==> config.mk <==
export PLATFORM = sky130hd
export DESIGN_NAME = remote_sensor_liveness_table
export DESIGN_NICKNAME = d
export VERILOG_FILES = /design/src/rslt_pkg.sv /design/src/rslt_ram.sv /design/src/rslt_ctrl.sv /design/src/rslt_dpath.sv /design/src/remote_sensor_liveness_table.sv
export SDC_FILE = /design/constraint.sdc
export NUM_CORES = 2
export LEC_CHECK = 0
export BUFFER_PORTS_ARGS = -buffer_cell sky130_fd_sc_hd__clkbuf_2
export CAP_MARGIN = 20
export CORE_MARGIN = 1.5
export CORE_UTILIZATION = 65
export CTS_BUF_LIST = sky130_fd_sc_hd__clkbuf_2
export DETAILED_ROUTE_END_ITERATION = 10
export PLACE_DENSITY = 0.85
export SLEW_MARGIN = 25
export SYNTH_ARGS = -nofsm -noshare
export SYNTH_HDL_FRONTEND = slang
export SYNTH_HIERARCHICAL = 1
export SYNTH_SLANG_ARGS = --single-unit
==> constraint.sdc <==
create_clock -name clk -period 19.8 [get_ports clk]
set_clock_uncertainty 0.2 [all_clocks]
set_input_delay 3.96 -clock clk [delete_from_list [all_inputs] [get_ports clk]]
set_output_delay 3.96 -clock clk [all_outputs]
set_load 0.05 [all_outputs]
==> src/rslt_pkg.sv <==
// rslt_pkg: shared types and constants for the remote sensor liveness table
// holds the input and result words, the slot record, controller codes and register indexes
// no dependencies
`timescale 1ns / 1ps

package rslt_pkg;

    typedef struct packed {
        logic        mode;
        logic [47:0] sender_address;
        logic [7:0]  sensor_id;
        logic [2:0]  sensor_class;
        logic [31:0] sequence_number;
        logic        sensor_ok;
        logic [31:0] now_ms;
    } item_t;

    typedef struct packed {
        logic        accepted;
        logic [3:0]  slot_index;
        logic        came_back;
        logic [31:0] received_count;
        logic [31:0] lost_count;
        logic [15:0] timeout_mask;
    } result_t;

    typedef struct packed {
        logic [47:0] address;
        logic [7:0]  sensor_number;
        logic [2:0]  sensor_class;
        logic [31:0] last_arrival;
        logic [31:0] last_sequence;
        logic [31:0] received;
        logic [31:0] lost;
    } rec_t;

    localparam int REC_W = $bits(rec_t);

    typedef enum logic [2:0] {
        ST_IDLE,
        ST_SCAN,
        ST_DRAIN,
        ST_PICK,
        ST_LOAD,
        ST_UPDATE
    } state_t;

    typedef struct packed {
        logic load;
        logic scan_issue;
        logic pick_read;
        logic calc;
        logic update;
        logic respond_plain;
    } ctrl_cmd_t;

    typedef struct packed {
        logic is_tick;
        logic found;
    } ctrl_status_t;

    localparam logic MODE_PACKET = 1'b0;
    localparam logic MODE_TICK   = 1'b1;

    localparam logic [2:0] CLASS_FAST    = 3'd0;
    localparam logic [2:0] CLASS_UTILITY = 3'd1;
    localparam logic [2:0] CLASS_TEMP    = 3'd2;
    localparam logic [2:0] CLASS_BATTERY = 3'd3;

    localparam logic [2:0] REG_TIMEOUT_FAST    = 3'd0;
    localparam logic [2:0] REG_TIMEOUT_UTILITY = 3'd1;
    localparam logic [2:0] REG_TIMEOUT_TEMP    = 3'd2;
    localparam logic [2:0] REG_TIMEOUT_BATTERY = 3'd3;
    localparam logic [2:0] REG_TIMEOUT_OTHER   = 3'd4;

    localparam logic [23:0] TIMEOUT_FAST_RST    = 24'd1000;
    localparam logic [23:0] TIMEOUT_UTILITY_RST = 24'd8000;
    localparam logic [23:0] TIMEOUT_TEMP_RST    = 24'd30000;
    localparam logic [23:0] TIMEOUT_BATTERY_RST = 24'd15000;
    localparam logic [23:0] TIMEOUT_OTHER_RST   = 24'd10000;

    localparam logic [31:0] COUNT_MAX = 32'hFFFF_FFFF;

endpackage

==> src/rslt_ram.sv <==
// rslt_ram: generic single write, single read RAM with registered read data
// no dependencies
`timescale 1ns / 1ps

module rslt_ram #(
    parameter int WIDTH = 8,
    parameter int DEPTH = 16,
    localparam int AW = (DEPTH > 1) ? $clog2(DEPTH) : 1
) (
    input  logic             clk,
    input  logic             we,
    input  logic [AW-1:0]    waddr,
    input  logic [WIDTH-1:0] wdata,
    input  logic [AW-1:0]    raddr,
    output logic [WIDTH-1:0] rdata
);

    logic [WIDTH-1:0] mem [DEPTH];
    logic [WIDTH-1:0] rdata_reg;

    always_ff @(posedge clk)
    begin
        if (we)
        begin
            mem[waddr] <= wdata;
        end
        rdata_reg <= mem[raddr];
    end

    assign rdata = rdata_reg;

endmodule

==> src/rslt_ctrl.sv <==
// rslt_ctrl: sequencer for the slot scan, slot pick, record update and response
// depends on rslt_pkg for the state type and the command and status structs
`timescale 1ns / 1ps

module rslt_ctrl #(
    parameter int SLOTS = 16,
    localparam int IDX_W = (SLOTS > 1) ? $clog2(SLOTS) : 1
) (
    input  logic                    clk,
    input  logic                    rst_n,
    input  logic                    start,
    output logic                    busy,
    input  rslt_pkg::ctrl_status_t  status,
    output rslt_pkg::ctrl_cmd_t     cmd,
    output logic [IDX_W-1:0]        scan_addr
);

    rslt_pkg::state_t state_reg;
    rslt_pkg::state_t state_next;
    logic [IDX_W-1:0] cnt_reg;
    logic [IDX_W-1:0] cnt_next;

    always_ff @(posedge clk or negedge rst_n)
    begin
        if (!rst_n)
        begin
            state_reg <= rslt_pkg::ST_IDLE;
            cnt_reg   <= '0;
        end
        else
        begin
            state_reg <= state_next;
            cnt_reg   <= cnt_next;
        end
    end

    always_comb
    begin
        state_next = state_reg;
        cnt_next   = cnt_reg;
        cmd        = '0;
        busy       = 1'b1;
        case (state_reg)
            rslt_pkg::ST_IDLE:
            begin
                busy = 1'b0;
                if (start)
                begin
                    cmd.load   = 1'b1;
                    cnt_next   = '0;
                    state_next = rslt_pkg::ST_SCAN;
                end
            end
            rslt_pkg::ST_SCAN:
            begin
                cmd.scan_issue = 1'b1;
                if (cnt_reg == IDX_W'(SLOTS - 1))
                begin
                    state_next = rslt_pkg::ST_DRAIN;
                end
                else
                begin
                    cnt_next = cnt_reg + 1'b1;
                end
            end
            rslt_pkg::ST_DRAIN:
            begin
                state_next = rslt_pkg::ST_PICK;
            end
            rslt_pkg::ST_PICK:
            begin
                if (status.is_tick || !status.found)
                begin
                    cmd.respond_plain = 1'b1;
                    state_next        = rslt_pkg::ST_IDLE;
                end
                else
                begin
                    cmd.pick_read = 1'b1;
                    state_next    = rslt_pkg::ST_LOAD;
                end
            end
            rslt_pkg::ST_LOAD:
            begin
                cmd.calc   = 1'b1;
                state_next = rslt_pkg::ST_UPDATE;
            end
            rslt_pkg::ST_UPDATE:
            begin
                cmd.update = 1'b1;
                state_next = rslt_pkg::ST_IDLE;
            end
            default:
            begin
                state_next = rslt_pkg::ST_IDLE;
            end
        endcase
    end

    assign scan_addr = cnt_reg;

endmodule

==> src/rslt_dpath.sv <==
// rslt_dpath: slot record RAM, slot flags, timeout registers, match and age logic, counters
// depends on rslt_pkg and rslt_ram
`timescale 1ns / 1ps

module rslt_dpath #(
    parameter int SLOTS = 16,
    localparam int IDX_W = (SLOTS > 1) ? $clog2(SLOTS) : 1
) (
    input  logic                    clk,
    input  logic                    rst_n,
    input  rslt_pkg::ctrl_cmd_t     cmd,
    output rslt_pkg::ctrl_status_t  status,
    input  logic [IDX_W-1:0]        scan_addr,
    input  logic                    cfg_write,
    input  logic [2:0]              cfg_index,
    input  logic [23:0]             cfg_data,
    input  rslt_pkg::item_t         item,
    output logic                    done,
    output rslt_pkg::result_t       result
);

    rslt_pkg::item_t   item_reg;
    rslt_pkg::result_t result_reg;
    rslt_pkg::rec_t    rd_rec;
    rslt_pkg::rec_t    wr_rec;
    logic [rslt_pkg::REC_W-1:0] rd_data;

    logic [23:0] tmo_fast_reg;
    logic [23:0] tmo_utility_reg;
    logic [23:0] tmo_temp_reg;
    logic [23:0] tmo_battery_reg;
    logic [23:0] tmo_other_reg;
    logic [23:0] tmo_sel;

    logic [SLOTS-1:0] used_reg;
    logic [SLOTS-1:0] healthy_reg;
    logic [SLOTS-1:0] timed_out_reg;

    logic             eval_vld_reg;
    logic [IDX_W-1:0] eval_idx_reg;
    logic             hit_found_reg;
    logic [IDX_W-1:0] hit_idx_reg;
    logic             free_found_reg;
    logic [IDX_W-1:0] free_idx_reg;
    logic [IDX_W-1:0] sel;
    logic [IDX_W-1:0] sel_reg;
    logic [IDX_W-1:0] raddr;
    logic [15:0]      mask_reg;
    logic             done_reg;

    logic        gap_flag_reg;
    logic [31:0] gap_reg;
    logic [31:0] recv_old_reg;
    logic [31:0] lost_old_reg;
    logic        was_out_reg;

    logic        is_tick;
    logic [32:0] age;
    logic        expire;
    logic        key_hit;
    logic        is_free;
    logic        sel_used;
    logic [31:0] seq_old;
    logic [31:0] recv_old;
    logic [31:0] lost_old;
    logic [32:0] lost_sum;
    logic [31:0] lost_new;
    logic [31:0] recv_new;

    assign is_tick = (item_reg.mode == rslt_pkg::MODE_TICK);
    assign sel     = hit_found_reg ? hit_idx_reg : free_idx_reg;
    assign raddr   = cmd.scan_issue ? scan_addr : sel;
    assign rd_rec  = rslt_pkg::rec_t'(rd_data);

    rslt_ram #(
        .WIDTH (rslt_pkg::REC_W),
        .DEPTH (SLOTS)
    ) u_rec_ram (
        .clk   (clk),
        .we    (cmd.update),
        .waddr (sel_reg),
        .wdata (wr_rec),
        .raddr (raddr),
        .rdata (rd_data)
    );

    // class timeout
    always_comb
    begin
        case (rd_rec.sensor_class)
            rslt_pkg::CLASS_FAST:    tmo_sel = tmo_fast_reg;
            rslt_pkg::CLASS_UTILITY: tmo_sel = tmo_utility_reg;
            rslt_pkg::CLASS_TEMP:    tmo_sel = tmo_temp_reg;
            rslt_pkg::CLASS_BATTERY: tmo_sel = tmo_battery_reg;
            default:                 tmo_sel = tmo_other_reg;
        endcase
    end

    // scan evaluation
    always_comb
    begin
        age     = {1'b0, item_reg.now_ms} - {1'b0, rd_rec.last_arrival};
        expire  = eval_vld_reg && is_tick && used_reg[eval_idx_reg]
                  && !timed_out_reg[eval_idx_reg] && healthy_reg[eval_idx_reg]
                  && (rd_rec.last_arrival != 32'd0) && !age[32]
                  && (age[31:0] > {8'd0, tmo_sel});
        key_hit = eval_vld_reg && !is_tick && used_reg[eval_idx_reg]
                  && (rd_rec.address == item_reg.sender_address)
                  && (rd_rec.sensor_number == item_reg.sensor_id);
        is_free = eval_vld_reg && !is_tick && !used_reg[eval_idx_reg];
    end

    // record update
    always_comb
    begin
        sel_used = used_reg[sel_reg];
        seq_old  = sel_used ? rd_rec.last_sequence : 32'd0;
        recv_old = sel_used ? rd_rec.received : 32'd0;
        lost_old = sel_used ? rd_rec.lost : 32'd0;
        lost_sum = {1'b0, lost_old_reg} + {1'b0, gap_reg};
        if (!gap_flag_reg)
        begin
            lost_new = lost_old_reg;
        end
        else if (lost_sum[32])
        begin
            lost_new = rslt_pkg::COUNT_MAX;
        end
        else
        begin
            lost_new = lost_sum[31:0];
        end
        recv_new = (recv_old_reg == rslt_pkg::COUNT_MAX) ? recv_old_reg
                                                         : recv_old_reg + 32'd1;
        wr_rec.address       = item_reg.sender_address;
        wr_rec.sensor_number = item_reg.sensor_id;
        wr_rec.sensor_class  = item_reg.sensor_class;
        wr_rec.last_arrival  = item_reg.now_ms;
        wr_rec.last_sequence = item_reg.sequence_number;
        wr_rec.received      = recv_new;
        wr_rec.lost          = lost_new;
    end

    always_ff @(posedge clk or negedge rst_n)
    begin
        if (!rst_n)
        begin
            tmo_fast_reg    <= rslt_pkg::TIMEOUT_FAST_RST;
            tmo_utility_reg <= rslt_pkg::TIMEOUT_UTILITY_RST;
            tmo_temp_reg    <= rslt_pkg::TIMEOUT_TEMP_RST;
            tmo_battery_reg <= rslt_pkg::TIMEOUT_BATTERY_RST;
            tmo_other_reg   <= rslt_pkg::TIMEOUT_OTHER_RST;
            used_reg        <= '0;
            healthy_reg     <= '0;
            timed_out_reg   <= '0;
            eval_vld_reg    <= 1'b0;
            hit_found_reg   <= 1'b0;
            free_found_reg  <= 1'b0;
            done_reg        <= 1'b0;
        end
        else
        begin
            if (cfg_write)
            begin
                case (cfg_index)
                    rslt_pkg::REG_TIMEOUT_FAST:    tmo_fast_reg    <= cfg_data;
                    rslt_pkg::REG_TIMEOUT_UTILITY: tmo_utility_reg <= cfg_data;
                    rslt_pkg::REG_TIMEOUT_TEMP:    tmo_temp_reg    <= cfg_data;
                    rslt_pkg::REG_TIMEOUT_BATTERY: tmo_battery_reg <= cfg_data;
                    rslt_pkg::REG_TIMEOUT_OTHER:   tmo_other_reg   <= cfg_data;
                    default:                       ;
                endcase
            end
            eval_vld_reg <= cmd.scan_issue;
            done_reg     <= cmd.respond_plain || cmd.update;
            if (cmd.load)
            begin
                hit_found_reg  <= 1'b0;
                free_found_reg <= 1'b0;
            end
            if (key_hit && !hit_found_reg)
            begin
                hit_found_reg <= 1'b1;
            end
            if (is_free && !free_found_reg)
            begin
                free_found_reg <= 1'b1;
            end
            if (expire)
            begin
                healthy_reg[eval_idx_reg]   <= 1'b0;
                timed_out_reg[eval_idx_reg] <= 1'b1;
            end
            if (cmd.update)
            begin
                used_reg[sel_reg]    <= 1'b1;
                healthy_reg[sel_reg] <= item_reg.sensor_ok;
                if (item_reg.sensor_ok)
                begin
                    timed_out_reg[sel_reg] <= 1'b0;
                end
            end
        end
    end

    always_ff @(posedge clk)
    begin
        if (cmd.load)
        begin
            item_reg <= item;
            mask_reg <= '0;
        end
        eval_idx_reg <= scan_addr;
        if (key_hit && !hit_found_reg)
        begin
            hit_idx_reg <= eval_idx_reg;
        end
        if (is_free && !free_found_reg)
        begin
            free_idx_reg <= eval_idx_reg;
        end
        if (expire && (32'(eval_idx_reg) < 32'd16))
        begin
            mask_reg[4'(eval_idx_reg)] <= 1'b1;
        end
        if (cmd.pick_read)
        begin
            sel_reg <= sel;
        end
        if (cmd.calc)
        begin
            gap_flag_reg <= (recv_old != 32'd0)
                            && ({1'b0, item_reg.sequence_number} > ({1'b0, seq_old} + 33'd1));
            gap_reg      <= item_reg.sequence_number - seq_old - 32'd1;
            recv_old_reg <= recv_old;
            lost_old_reg <= lost_old;
            was_out_reg  <= timed_out_reg[sel_reg];
        end
        if (cmd.respond_plain)
        begin
            result_reg.accepted       <= 1'b0;
            result_reg.slot_index     <= 4'd0;
            result_reg.came_back      <= 1'b0;
            result_reg.received_count <= 32'd0;
            result_reg.lost_count     <= 32'd0;
            result_reg.timeout_mask   <= mask_reg;
        end
        else if (cmd.update)
        begin
            result_reg.accepted       <= 1'b1;
            result_reg.slot_index     <= 4'(sel_reg);
            result_reg.came_back      <= was_out_reg && item_reg.sensor_ok;
            result_reg.received_count <= recv_new;
            result_reg.lost_count     <= lost_new;
            result_reg.timeout_mask   <= '0;
        end
    end

    assign status.is_tick = is_tick;
    assign status.found   = hit_found_reg || free_found_reg;
    assign done           = done_reg;
    assign result         = result_reg;

endmodule

==> src/remote_sensor_liveness_table.sv <==
// remote_sensor_liveness_table: top level of the sensor slot table
// depends on rslt_pkg, rslt_ctrl and rslt_dpath
// a tick or a rejected packet gives its word after the scan, drain and pick states,
// a stored packet after the load and update states too; the next word is taken in the
// cycle its result is shown, no new word is taken while busy; the scan visits one slot
// a cycle through the read port of the slot record RAM; the receiver cannot stall
// reset: asynchronous, clears the slot flags and sequencer and reloads the timeouts;
// the record RAM is not cleared, its entries are ignored until the slot is first used
`timescale 1ns / 1ps

module remote_sensor_liveness_table #(
    parameter int SLOTS = 16
) (
    input  logic              clk,
    input  logic              rst_n,
    input  logic              start,
    output logic              busy,
    input  rslt_pkg::item_t   item,
    output logic              done,
    output rslt_pkg::result_t result,
    input  logic              cfg_write,
    input  logic [2:0]        cfg_index,
    input  logic [23:0]       cfg_data
);

    localparam int IDX_W = (SLOTS > 1) ? $clog2(SLOTS) : 1;

    rslt_pkg::ctrl_cmd_t    cmd;
    rslt_pkg::ctrl_status_t status;
    logic [IDX_W-1:0]       scan_addr;

    rslt_ctrl #(
        .SLOTS (SLOTS)
    ) u_ctrl (
        .clk       (clk),
        .rst_n     (rst_n),
        .start     (start),
        .busy      (busy),
        .status    (status),
        .cmd       (cmd),
        .scan_addr (scan_addr)
    );

    rslt_dpath #(
        .SLOTS (SLOTS)
    ) u_dpath (
        .clk       (clk),
        .rst_n     (rst_n),
        .cmd       (cmd),
        .status    (status),
        .scan_addr (scan_addr),
        .cfg_write (cfg_write),
        .cfg_index (cfg_index),
        .cfg_data  (cfg_data),
        .item      (item),
        .done      (done),
        .result    (result)
    );

`ifndef SYNTHESIS
    a_start_busy: assert property (@(posedge clk) disable iff (!rst_n)
        (start && !busy) |=> busy)
        else $error("busy not raised after a word was taken");

    a_done_after_busy: assert property (@(posedge clk) disable iff (!rst_n)
        done |-> $past(busy))
        else $error("result strobe without a word in work");

    a_done_single: assert property (@(posedge clk) disable iff (!rst_n)
        done |=> !done)
        else $error("result strobe held for more than one cycle");

    a_came_back_stored: assert property (@(posedge clk) disable iff (!rst_n)
        (done && result.came_back) |-> (result.accepted && (result.timeout_mask == 16'd0)))
        else $error("came back flagged on a word that was not stored");
`endif

endmodule

==> impl_metrics.ini <==
[outcome]
status = finished, final reports clean

[timing]
final.period_utilization = 0.384
fin_hold_ws_ns = 0.180
setup_viol = 0
fin_ws_ns = 12.20
min_period_ns = 7.60
tightestPinTransition_ns = 1.33
max_freq_mhz = 132
hold_viol_final = 0
max_slew_margin = 0.114
rsz0062_at_grt = no
fin_setup_tns_ns = 0
slew_violations = 0

[critical_path]
cp.arrival_ns = 3.44
critPathTopFamily = simple AND/OR/NAND/NOR gates
path_max_fanout = 8
critPathKind = reg -> out
cp_num_buf_inv = 1
crit_chain = or3_2, clkbuf_2
start_kind = register
end_kind = output port
slowest_delay_ns = 0.62
cp.required_ns = 15.64
crit_slowest_cell = or3_2

[flow_run]
max_cap_viol_count = 0

[clocking]
cts_tree = done
root_buffer = clkbuf_2
clockBufferDepth = 4
clk_latency_ns = 2.15
post_cts_buffers = 0
htreeDepth = 6
cts_made_buffers = 845
cts_resized = 0
clkTransAtPathRegs_ns = 0.09
hold_buffers = 0
clkSinkCount = 3699

[logic_synthesis]
yosysWarnings = 6
syn-num-nets = 7774
ys_ff_latch = 3699
synth-main-ff-cell = edfxtp_1
synthDistinctLibCells = 89
synth_top_family_by_area = multiplexers
synth_xor_area_frac = 0.0105
synth-edff-count = 3243
syn_inst = 7461
synth-compound-area-share = 0.0445
muxShareOfSynthArea = 0.139
syn_area_sq_um = 145000
synth_fa_ha_area_frac = 0.0137
avgSynthCellArea_sq_um = 19.4
synthArstFlopShare = 0.0484
synthSimpleGateAreaFrac = 0.0343
synth_seq_area_share = 0.743

[route]
wl_per_cell_microns = 29.7
via_per_inst = 6.62
drtPass1Iterations = 6
antenna_left = 0
post-route-drc-count = 0
drtIter0Drc = 11300
via_count = 79500
drt-total-wl_microns = 357000

[grt]
grt_start_max_net_pins = 115
gr-total-overflow = 0
grt_pass1_wl_microns = 520000
grtUsageTotal = 0.319
antenna_found_initial = 20
grt_pass1_vias = 81500

[placement]
place_congestion = 0.905
hpwlAfterDp_microns = 197000
portBuffers = 243
post-place-ws_ns = 13.37

[floorplan]
placementRows = 172
start_util = 0.656
die_w_microns = 475
pin_count = 244
die-area_sq_um = 225000
core-area_sq_um = 220000
dieHeight_microns = 475

[layout]
largest_register_ffs = 2992
syn2layout_area_growth_pct = 8.89
drive_gt1_frac = 0.315
fin_nets = 8645

[power_and_ir_drop]
ir_drop_uv = 149
powerDensity_nw_per_um2 = 131
leakage_nw = 54.2

[hold_path]
hold_path.class = reg -> reg
worst reg2reg max path, cell delays in order, from the launching register on:
cell,delay (ns)
edfxtp_1,1.02
mux4_2,0.38
mux4_4,0.78
and2_1,0.34
ha_1,0.24
nand3_1,0.24
nor4_1,0.54
nand4_1,0.22
nor3_1,0.44
nand3_1,0.15
xnor2_1,0.18
nand2_1,0.09
ha_1,0.34
a21o_1,0.19
a21oi_1,0.14
nor2b_1,0.07
a2111oi_0,0.38
a31oi_1,0.14
o211a_1,0.23
kinds of logic (layout without fill, tap and decap cells):
logic type                 count (synthesis)  count (layout)
muxes                                   1060            1060
buffers and inverters                    488            2064
DFF                                     3699            3699
xor gates and xnor gates                 171             171
adders and majority gates                157             157
other                                      0               7
and+or+nand+nor                          990             990
AOI/OAI and AO/OA                        896             896
cell type report:
type / instances / area, sq um
sequential: 3699 / 107000
fill: 12800 / 62900
multi-input combinational: 3274 / 35500
clock buffer: 1312 / 6570
tap: 2958 / 3700
timing repair buffer: 381 / 2560
clock inverter: 240 / 1220
inverter: 131 / 493
antenna: 7 / 17.5
final timing paths:
path | from | cells past startpoint | to | slack [ns]
worst max-delay path | u_ctrl/state_reg[1]$_DFFE_PN0P_ | 2 | busy | 12.20
worst min-delay path | u_dpath/mask_reg[14]$_DFF_P_ | 1 | u_dpath/result[14]$_SDFFCE_PN0P_ | 0.18
worst max register to register | u_dpath/sel_reg[1]$_DFFE_PP_ | 18 | u_dpath/gap_flag_reg$_DFFE_PP_ | 13.17
worst min register to register | u_dpath/mask_reg[14]$_DFF_P_ | 1 | u_dpath/result[14]$_SDFFCE_PN0P_ | 0.18
max in group asynchronous | rst_n | 2 | u_dpath/healthy_reg[2]$_DFF_PN0_ | 16.16
min in group asynchronous | rst_n | 1 | u_dpath/tmo_fast_reg[22]$_DFFE_PN0P_ | 1.97
synthesized netlist by cell type, drive strengths merged, types with 14 or more instances:
| cell | number | area [sq um] |
|---|---|---|
| mux2 | 231 | 2600 |
| o21ai | 123 | 616 |
| clkbuf | 168 | 631 |
| nand4 | 50 | 328 |
| and2 | 96 | 602 |
| edfxtp | 3243 | 97400 |
| ha | 154 | 1930 |
| a211oi | 20 | 150 |
| o221ai | 38 | 333 |
| buf | 189 | 1060 |
| a22oi | 317 | 2380 |
| mux4 | 735 | 16600 |
| dfrtp | 148 | 3700 |
| o21a | 24 | 180 |
| a21o | 45 | 338 |
| a221oi | 31 | 272 |
| nor3 | 33 | 165 |
| xor2 | 61 | 534 |
| o2bb2ai | 16 | 140 |
| nand2 | 288 | 1080 |
| o21bai | 14 | 105 |
| dfstp | 31 | 815 |
| dfxtp | 277 | 5550 |
| nand3 | 58 | 290 |
| a21oi | 115 | 583 |
| nor2b | 64 | 400 |
| a31oi | 16 | 106 |
| mux2i | 94 | 941 |
| nor4 | 29 | 188 |
| o32ai | 28 | 245 |
| xnor2 | 110 | 978 |
| or2 | 18 | 113 |
| o22a | 14 | 123 |
| and3 | 21 | 131 |
| inv | 129 | 484 |
| nand2b | 69 | 432 |
| nor2 | 218 | 818 |
placed cells by master (no fill, tap or decap), types with 18 or more instances in the layout:
cell,n
dfrtp_1,148
xor2_1,51
nor3_1,28
and3_1,21
nor2b_1,57
and2_1,93
nand3_1,58
inv_1,129
clkinv_1,191
ha_1,154
nand4_1,49
nor4_1,26
a221oi_1,31
o221ai_1,38
a21oi_1,112
nor2_1,193
a21o_1,45
o32ai_1,28
mux4_2,734
edfxtp_1,3243
buf_4,113
o21ai_0,110
o21a_1,24
mux2_2,227
a211oi_1,20
nand2b_1,69
clkinv_2,20
a22oi_1,317
dfstp_2,31
dfxtp_1,276
clkbuf_2,1554
or2_2,18
nand2_1,288
mux2i_1,94
xnor2_1,100
through the flow:
stage,power [mW],instance area (sq um),cells,utilization
3_5_place_dp,16.0,150000,10400,0.678
3_3_place_gp,15.7,149000,10400,0.678
5_1_grt,21.5,157000,12000,0.715
4_1_cts,20.7,157000,12000,0.714
2_1_floorplan,14.2,145000,7461,-
6_report,20.7,157000,12000,0.715
layer usage:
metal	track usage	routed length [microns]
met5	0	171
met4	0.131	13600
met3	0.0766	47200
met2	0.495	170000
met1	0.440	126000
where the power goes:
part	internal [mW]	switching, mW	total [mW]
Clock	1.86	2.93	4.79
Sequential	8.99	0.466	9.46
Combinational	2.83	3.59	6.42
Total	13.7	6.98	20.7
Note: power is estimated with default switching activity, not from simulation.
